`src/hdl/olisd_pkg.sv`:
```
// Package for the ordered list unit: sizes, operation and status codes,
// request/result structs and sequencer states. No dependencies.
`timescale 1ns / 1ps

package olisd_pkg;

  localparam int DEPTH = 16;
  localparam int IW    = $clog2(DEPTH);
  localparam int CW    = $clog2(DEPTH + 1);

  localparam logic [1:0] FUNC_APPEND = 2'd0;
  localparam logic [1:0] FUNC_SEARCH = 2'd1;
  localparam logic [1:0] FUNC_DELETE = 2'd2;

  localparam logic [1:0] ST_OK        = 2'd0;
  localparam logic [1:0] ST_FULL      = 2'd1;
  localparam logic [1:0] ST_NOT_FOUND = 2'd2;

  typedef struct packed {
    logic [1:0]         func;
    logic signed [31:0] value;
  } req_t;

  typedef struct packed {
    logic [1:0] status;
    logic       found;
    logic [4:0] position;
    logic [4:0] count;
  } res_t;

  typedef enum logic [1:0] {
    S_IDLE,
    S_SCAN,
    S_SHIFT,
    S_DONE
  } state_t;

endpackage

```
`src/hdl/olisd_ram.sv`:
```
// Entry store for the ordered list: one write port, one read port with
// registered read data. Depends on olisd_pkg.
`timescale 1ns / 1ps

module olisd_ram
  import olisd_pkg::*;
(
  input  logic              clk,
  input  logic              we,
  input  logic [IW-1:0]     waddr,
  input  logic signed [31:0] wdata,
  input  logic              re,
  input  logic [IW-1:0]     raddr,
  output logic signed [31:0] rdata
);

  logic signed [31:0] mem [DEPTH];

  always_ff @(posedge clk) begin
    if (we) begin
      mem[waddr] <= wdata;
    end
  end

  always_ff @(posedge clk) begin
    if (re) begin
      rdata <= mem[raddr];
    end
  end

endmodule

```
`src/hdl/ordered_list_insert_search_delete_unit.sv`:
```
// Ordered list unit: append, search and delete-first-match over a bounded list.
// The single memory read port walks one entry per cycle for compare, then again for the shift.
// One request in flight; the next is accepted once the sequencer is back in idle, later while out_stall holds a result.
// Reset (sync, rst_n low) empties the list and drops out_valid; entries are not cleared.
// Depends on olisd_pkg and olisd_ram.
`timescale 1ns / 1ps

module ordered_list_insert_search_delete_unit
  import olisd_pkg::*;
(
  input  logic clk,
  input  logic rst_n,
  input  logic in_valid,
  output logic in_stall,
  input  req_t in_data,
  output logic out_valid,
  input  logic out_stall,
  output res_t out_data
);

  state_t        state_r, state_nxt;
  logic [CW-1:0] count_r, count_nxt;
  logic [CW-1:0] ptr_r, ptr_nxt;
  logic          cmp_v_r, cmp_v_nxt;
  logic [IW-1:0] cmp_idx_r, cmp_idx_nxt;
  req_t          req_r, req_nxt;
  res_t          res_r, res_nxt;
  logic          out_valid_r, out_valid_nxt;
  res_t          out_data_r, out_data_nxt;

  logic               mem_we;
  logic [IW-1:0]      mem_waddr;
  logic signed [31:0] mem_wdata;
  logic               mem_re;
  logic [IW-1:0]      mem_raddr;
  logic signed [31:0] mem_rdata;
  logic               issue;

  olisd_ram u_ram (
    .clk   (clk),
    .we    (mem_we),
    .waddr (mem_waddr),
    .wdata (mem_wdata),
    .re    (mem_re),
    .raddr (mem_raddr),
    .rdata (mem_rdata)
  );

  assign in_stall  = (state_r != S_IDLE);
  assign out_valid = out_valid_r;
  assign out_data  = out_data_r;
  assign issue     = (ptr_r < count_r);

  always_ff @(posedge clk) begin
    if (!rst_n) begin
      state_r     <= S_IDLE;
      count_r     <= '0;
      cmp_v_r     <= 1'b0;
      out_valid_r <= 1'b0;
    end else begin
      state_r     <= state_nxt;
      count_r     <= count_nxt;
      cmp_v_r     <= cmp_v_nxt;
      out_valid_r <= out_valid_nxt;
    end
  end

  always_ff @(posedge clk) begin
    ptr_r      <= ptr_nxt;
    cmp_idx_r  <= cmp_idx_nxt;
    req_r      <= req_nxt;
    res_r      <= res_nxt;
    out_data_r <= out_data_nxt;
  end

  always_comb begin
    state_nxt     = state_r;
    count_nxt     = count_r;
    ptr_nxt       = ptr_r;
    cmp_v_nxt     = 1'b0;
    cmp_idx_nxt   = ptr_r[IW-1:0];
    req_nxt       = req_r;
    res_nxt       = res_r;
    out_valid_nxt = out_valid_r & out_stall;
    out_data_nxt  = out_data_r;
    mem_we        = 1'b0;
    mem_waddr     = cmp_idx_r;
    mem_wdata     = mem_rdata;
    mem_re        = 1'b0;
    mem_raddr     = ptr_r[IW-1:0];

    unique case (state_r)
      S_IDLE: begin
        if (in_valid) begin
          req_nxt          = in_data;
          res_nxt.status   = ST_OK;
          res_nxt.found    = 1'b0;
          res_nxt.position = '0;
          res_nxt.count    = 5'(count_r);
          ptr_nxt          = '0;
          state_nxt        = S_DONE;
          unique case (in_data.func)
            FUNC_APPEND: begin
              if (count_r == CW'(DEPTH)) begin
                res_nxt.status = ST_FULL;
              end else begin
                mem_we        = 1'b1;
                mem_waddr     = count_r[IW-1:0];
                mem_wdata     = in_data.value;
                count_nxt     = count_r + CW'(1);
                res_nxt.count = 5'(count_r + CW'(1));
              end
            end
            FUNC_SEARCH, FUNC_DELETE: begin
              state_nxt = S_SCAN;
            end
            default: begin
              state_nxt = S_DONE;
            end
          endcase
        end
      end

      S_SCAN: begin
        if (issue) begin
          mem_re    = 1'b1;
          ptr_nxt   = ptr_r + CW'(1);
          cmp_v_nxt = 1'b1;
        end
        priority if (cmp_v_r && (mem_rdata == req_r.value)) begin
          res_nxt.found    = 1'b1;
          res_nxt.position = 5'(cmp_idx_r) + 5'd1;
          cmp_v_nxt        = 1'b0;
          mem_re           = 1'b0;
          if (req_r.func == FUNC_DELETE) begin
            ptr_nxt   = CW'(cmp_idx_r) + CW'(1);
            state_nxt = S_SHIFT;
          end else begin
            state_nxt = S_DONE;
          end
        end else if (!cmp_v_r && !issue) begin
          res_nxt.status = ST_NOT_FOUND;
          state_nxt      = S_DONE;
        end else begin
          state_nxt = S_SCAN;
        end
      end

      S_SHIFT: begin
        // read entry k, write it back at k-1 in the next cycle
        if (issue) begin
          mem_re    = 1'b1;
          ptr_nxt   = ptr_r + CW'(1);
          cmp_v_nxt = 1'b1;
        end
        if (cmp_v_r) begin
          mem_we    = 1'b1;
          mem_waddr = cmp_idx_r - IW'(1);
          mem_wdata = mem_rdata;
        end
        if (!issue && !cmp_v_r) begin
          count_nxt     = count_r - CW'(1);
          res_nxt.count = 5'(count_r - CW'(1));
          state_nxt     = S_DONE;
        end
      end

      S_DONE: begin
        if (!out_valid_r || !out_stall) begin
          out_valid_nxt = 1'b1;
          out_data_nxt  = res_r;
          state_nxt     = S_IDLE;
        end
      end

      default: begin
        state_nxt = S_IDLE;
      end
    endcase
  end

  a_count_bound: assert property (@(posedge clk) disable iff (!rst_n)
    count_r <= CW'(DEPTH))
    else $error("entry count above depth");

  a_busy_after_accept: assert property (@(posedge clk) disable iff (!rst_n)
    (in_valid && !in_stall) |=> (state_r != S_IDLE))
    else $error("request accepted but sequencer idle");

  a_shift_nonempty: assert property (@(posedge clk) disable iff (!rst_n)
    (state_r == S_SHIFT) |-> (count_r != '0))
    else $error("shift on empty list");

  a_found_ok: assert property (@(posedge clk) disable iff (!rst_n)
    (out_valid_r && out_data_r.found) |-> (out_data_r.status == ST_OK &&
                                           out_data_r.position != 5'd0))
    else $error("found result with bad status or position");

endmodule
```
`config.mk`:
```
export PLATFORM = sky130hd
export DESIGN_NAME = ordered_list_insert_search_delete_unit
export DESIGN_NICKNAME = d
export VERILOG_FILES = /design/src/hdl/olisd_pkg.sv /design/src/hdl/olisd_ram.sv /design/src/hdl/ordered_list_insert_search_delete_unit.sv
export SDC_FILE = /design/constraint.sdc
export NUM_CORES = 1
export LEC_CHECK = 0
export ABC_AREA = 0
export BUFFER_PORTS_ARGS = -buffer_cell sky130_fd_sc_hd__buf_2
export CAP_MARGIN = 10
export CORE_ASPECT_RATIO = 1.25
export CORE_MARGIN = 3
export CORE_UTILIZATION = 40
export DETAILED_ROUTE_END_ITERATION = 16
export PLACE_DENSITY = 0.59
export REMOVE_ABC_BUFFERS = 1
export SLEW_MARGIN = 20
export SYNTH_ARGS = -nofsm -noshare
export SYNTH_HDL_FRONTEND = slang
export SYNTH_SLANG_ARGS = --single-unit
export TNS_END_PERCENT = 50
```
`constraint.sdc`:
```
create_clock -name clk -period 4.25 [get_ports clk]
set_input_delay 0.85 -clock clk [delete_from_list [all_inputs] [get_ports clk]]
set_output_delay 0.85 -clock clk [all_outputs]
set_load 0.005 [all_outputs]
```
### Word-level counts from Yosys, hierarchy flattened

Memories as Yosys holds them, arrays and structs flattened. A register that Yosys moved wholly into a read port is not among the register bits.
Cells that the tools add are included.

| cells by class | value |
|---|---|
| $add $sub $neg | 5 |
| magnitude comparators | 1 |
| equality and inequality tests | 14 |
| multiplexer cells | 47 |
| bitwise logic cells | 1 |
| reductions and logical operators | 21 |

Operators with widths:

| operator | count |
|---|---|
| $mux W32 | 4 |
| $mux W5 | 8 |
| $eq A32 B32 Y1 | 1 |
| $pmux W5 S2 | 2 |
| $mux W2 | 8 |
| $mux W4 | 4 |
| $pmux W8 S2 | 1 |
| $pmux W5 S3 | 1 |
| $mux W1 | 13 |
| $mux W13 | 1 |
| $ne A2 B2 Y1 const B | 6 |
| $add A5 B1 Y5 const B | 2 |
| $reduce_and A3 Y1 | 3 |
| $eq A2 B2 Y1 const B | 4 |
| $pmux W2 S4 | 1 |
| $pmux W4 S2 | 1 |
| $mux W6 | 1 |
| $reduce_and A2 Y1 | 3 |
| $reduce_bool A2 Y1 | 3 |
| $add A4 B1 Y5 const B | 1 |
| $eq A5 B5 Y1 const B | 1 |
| $lt A5 B5 Y1 | 1 |
| $sub A5 B1 Y5 const B | 1 |
| $eq A2 B1 Y1 const B | 2 |
| 10 further kinds | 16 |

| storage, ports and cells | value |
|---|---|
| bits in registers | 78 |
| memory bits (writable) | 512 |
| logic and storage cells | 106 |
| memories kept | 1 |

Memories:

| memory | words | bits a word | rd ports | clocked after memory_dff | wr ports | RTL line | RTL |
|---|---|---|---|---|---|---|---|
| u_ram.mem | 16 | 32 | 1 | 1 | 1 | olisd_ram.sv:17 | `logic signed [31:0] mem [DEPTH];` |

### Depth between registers and ports, before layout

| depth | value |
|---|---|
| word-level depth | 7 |
| mapped depth | 9 |
| mapped depth without buffers | 9 |

### Modules after synthesis

Synthesis repeated with hierarchy kept, for this count alone.

| second synthesis, totals | value |
|---|---|
| cells, all modules | 1185 |
| area, all modules | 24358.4 um^2 |

Modules (own cells, without submodules):

| module | instances | cells an instance | area each (um^2) |
|---|---|---|---|
| olisd_ram | 1 | 838 | 20155.6 |
| ordered_list_insert_search_delete_unit | 1 | 347 | 4202.8 |

### Least setup slack after synthesis

Ideal clock, no wire load.

| path | value |
|---|---|
| path type | input-to-reg |
| from | input in_valid |
| to | memory u_ram.mem[7][0] (enable) |
| setup time | 0.421 ns |
| arrival time | 3.769 ns |
| required time | 3.829 ns |
| path slack | 0.060 ns |
| stages | 7 |
| buffers on the path | 0 |
| cell sequence | nand2_1 > inv_1 > nand3_1 > nand2_1 > o2bb2ai_1 > nand2_1 > nor2_1 |

| on the way | value |
|---|---|
| longest elaborated chain between the ends | 4 |
| elaborated cells on any way between the ends | 6 |
| those cells by class | 6 x mux |

Ends and longest elaborated chain:

| element | RTL line | RTL |
|---|---|---|
| start, declared | ordered_list_insert_search_delete_unit.sv:13 | `input logic in_valid,` |
| $mux W1 | ordered_list_insert_search_delete_unit.sv:94 | `if (in_valid) begin` |
| $pmux W1 S2 | ordered_list_insert_search_delete_unit.sv:92 | `unique case (state_r)` |
| $mux W1 | olisd_ram.sv:20 | `if (we) begin` |
| $mux W1 (implied by the code) | olisd_ram.sv:21 | `mem[waddr] <= wdata;` |
| end, declared | olisd_ram.sv:17 |  |

Parallel ways exist; a longest one is shown, timed or not.

### Worst setup path after layout

| path | value |
|---|---|
| from | register state_r[0] |
| to | memory u_ram.mem[5][27] (enable) |

| on the way | value |
|---|---|
| longest elaborated chain between the ends | 4 |
| elaborated cells on any way between the ends | 6 |
| those cells by class | 1 x eq/ne; 4 x mux; 1 x reduce/logical |

Ends and longest elaborated chain:

| element | RTL line | RTL |
|---|---|---|
| start, declared | ordered_list_insert_search_delete_unit.sv:21 | `state_t state_r, state_nxt;` |
| start signal, assigned | ordered_list_insert_search_delete_unit.sv:61 | `state_r <= state_nxt;` |
| $eq A2 B2 Y1 or $logic_not A2 Y1 (tied branches) | ordered_list_insert_search_delete_unit.sv:92 |  |
| $pmux W1 S2 | ordered_list_insert_search_delete_unit.sv:92 |  |
| $mux W1 | olisd_ram.sv:20 |  |
| $mux W1 (implied by the code) | olisd_ram.sv:21 |  |

Parallel ways exist; a longest one is shown, timed or not.

==> reports/qor.csv <==
stage;metric;value;unit
clock_tree;post-CTS setup buffers;0;
detailed_routing;routed vias/inst;5.60;
yosys;sequential-to-total area share from yosys stat;75.8;%
timing;max_slew headroom;34.7;%
detailed_routing;routed wire length;52.6;mm
die;Die H;283;um
global_routing;met1 Usage GRT;22.3;%
yosys;Post-synth EDFFs;609;
die;die width;227;um
yosys;syn_area_per_cell;21.9;sq um
finish;Synth-to-Final Area Change;13.5;%
timing;Clock Skew;0.0192;ns
power;pwr dens;633;mW/mm^2
critical_path;Critical Path End;u_ram.mem[5][27]$_DFFE_PP_;
critical_path;r2r startpoint;state_r[0]$_SDFFE_PN0P_;
clock_tree;CTS Buf Count;61;
yosys;FF+latch count, synth;622;
timing;Max Slew Vio Count;0;
critical_path;Worst Reg-to-Reg Cells;8;
clock_tree;Sink Count;622;
timing;RSZ-0062 raised after global routing;no;
global_routing;first-pass GRT wire length;78.9;mm
global_routing;grt peak-use layer;met2;
global_routing;grt met2 use;28.5;%
worst_hold_path;hold depth;0;
timing;minimum clock period;3.12;ns
power;Max IR drop VDD;547;uV
clock_tree;CTS tree;yes;
clock_tree;hold buffers post-CTS;0;
yosys;async set or reset register ratio after synthesis;0;%
die;Row Count;100;
timing;Worst-Margin Slew;0.979;ns
flow_run;maxcap violations;0;
critical_path;R2R Path End;u_ram.mem[5][27]$_DFFE_PP_;
global_routing;initial antenna violation count;0;
die;Die ar.;0.0642;sq mm
clock_tree;H-tree depth;2;
timing;Final Hold Vio Count;0;
yosys;gate count of the mapped netlist;1116;
timing;fin crit share;73.5;%
power;static leakage;8.59;nW
finish;final-stage net count;1264;
critical_path;CP Class;reg -> reg;
critical_path;element type at the critical path end;flip-flop;
global_routing;gr ovfl total;0;
critical_path;CP arrival;3.38;ns
global_routing;vias in the first global route;12000;
clock_tree;post_cts resized;0;
yosys;number of library cell types mapped by synthesis;61;
die;CORE AREA;0.0601;sq mm
detailed_routing;DRC Markers;0;
yosys;synthesized area;0.0245;sq mm
yosys;ys flop type;edfxtp_1;
clock_tree;clk_lat worst skew;0.62;ns
detailed_routing;DR iter-0 viols;1072;
critical_path;crit path launch type;flip-flop;
global_routing;grt met3 use;3.08;%
clock_tree;clock root buffer;clkbuf_16;
placed_design;dpl cell area;0.0259;sq mm
run_status;status;complete, no violations;
detailed_routing;Detailed Routing Iterations Pass 1;5;
finish;post-route cell area;0.0278;sq mm
detailed_routing;antenna-violating nets left;0;
timing;Max Freq;320;MHz
die;Initial Utilization;40.8;%
placed_design;gpl congestion;0.795;
timing;final setup violating endpoints;0;
timing;Setup TNS;0;ns
power;Power Total;17.6;mW
finish;n_diodes;0;
critical_path;CP Max Fanout;24;
placed_design;IO Port Bufs;52;
worst_hold_path;hold crit path type;reg -> reg;
critical_path;reg2reg setup slack;1.13;ns
critical_path;CP startpoint;state_r[0]$_SDFFE_PN0P_;
global_routing;largest net degree at the start of global routing;133;
finish;fin util;46.2;%
die;I/O pins;53;
finish;share of layout cells above drive strength 1;29.8;%
timing;final hold slack;0.418;ns
yosys;Syn. warnings;0;
critical_path;Critical Path RT;4.51;ns
placed_design;Post-DP HPWL;28.9;mm
clock_tree;Reg clk slew, reported paths;0.06;ns
global_routing;total track usage;16.8;%
clock_tree;Max clock buf depth;3;
detailed_routing;WL per Instance;26.0;um
detailed_routing;Vias;11300;
## state kept, by name, summed over array words and instances, names as in the netlist
| signal | cells |
|---|---|
| res_r | 13 |
| cmp_v_r | 1 |
| u_ram.rdata | 32 |
| out_data | 13 |
| req_r | 34 |
| cmp_idx_r | 4 |
| ptr_r | 5 |
| u_ram.mem | 512 |
| state_r | 2 |
| count_r | 5 |
| out_valid | 1 |
## cells in the final DEF (no fill, tap or decap), types with 9 or more instances in the layout
cell type	n
clkinv_1	18
inv_1	21
nor2_4	16
dfxtp_1	13
buf_12	15
mux2_2	33
clkbuf_16	62
buf_4	13
ha_1	15
nand4_1	9
buf_2	52
clkbuf_1	15
o21ai_0	9
a21oi_1	15
nand3_1	12
nand2_1	24
mux4_2	160
edfxtp_1	609
nor2b_1	9
xnor2_1	33
## cell families (layout without fill, tap and decap cells)
| family | after synthesis | count (layout) | synth area share, % |
|---|---|---|---|
| DFF | 622 | 622 | 75.8 |
| muxes | 195 | 195 | 16.3 |
| and+or+nand+nor | 109 | 109 | 2.32 |
| buffers and inverters | 71 | 210 | 1.49 |
| AOI/OAI and AO/OA | 69 | 69 | 2.07 |
| xor gates and xnor gates | 35 | 35 | 1.25 |
| adders and majority gates | 15 | 15 | 0.767 |
## final cells by class
cell class / instances / area [sq um]
Clock buffer: 77 / 1610
Clock inverter: 30 / 219
Fill cell: 4941 / 32300
Inverter: 23 / 86.3
Multi-Input combinational cell: 423 / 5700
Sequential cell: 622 / 18500
Tap cell: 765 / 957
Timing Repair Buffer: 80 / 658
## cell usage after synthesis (all sizes together) (9+ instances only)
master,instances,area [sq um]
nor2b,9,56.3
clkbuf,17,63.8
xnor2,33,289
mux4,160,3600
buf,31,215
a21oi,15,75.1
dfxtp,13,260
nand3,13,65.1
o21ai,12,63.8
inv,22,82.6
ha,15,188
edfxtp,609,18300
nor2,24,90.1
nand4,9,56.3
nand2,24,90.1
mux2,33,372
## metrics by stage
step | std cells | worst slack (ns)
after global routing | 2020 | 0.882
after CTS | 2020 | 1.16
final | 2020 | 1.13
after detailed placement | 1913 | 0.834
after floorplan | 1068 | -2.45
after global placement | 1913 | 0.900
## where the power goes
part / switching, mW / internal, mW / leakage [nW]
Clock: 2.21 / 2.78 / 0.888
Sequential: 0.227 / 7.70 / 5.62
Combinational: 2.59 / 2.06 / 2.08
Total: 5.03 / 12.5 / 8.59
## layer usage
metal,routed length [um],part of all wire [%]
met1,22000,42
met2,27000,51
met3,2280,4.3
met4,1310,2.5
met5,0,0
## how the worst min path moves through the flow
stage	start	end	slack, ns
2_1_floorplan	res_r[0]$_DFFE_PP_	out_data[0]$_DFFE_PP_	0.40
3_3_place_gp	res_r[11]$_SDFFCE_PP0P_	out_data[11]$_DFFE_PP_	0.40
3_5_place_dp	res_r[5]$_SDFFCE_PN0P_	out_data[5]$_DFFE_PP_	0.41
4_1_cts	in_data[23]	req_r[23]$_DFFE_PP_	0.38
5_1_grt	in_data[23]	req_r[23]$_DFFE_PP_	0.39
6_report	res_r[2]$_DFFE_PP_	out_data[2]$_DFFE_PP_	0.42
## critical path: stages (launching register included)
cell     delay [ns]
dfxtp_1        0.34
inv_1          0.11
ha_1           0.73
nor2_1         0.18
o21ai_0        0.31
o221a_2        0.26
nand2_1        0.25
nor2_4         0.17
buf_4          0.40
No activity file was read; power rests on OpenSTA's default activity.
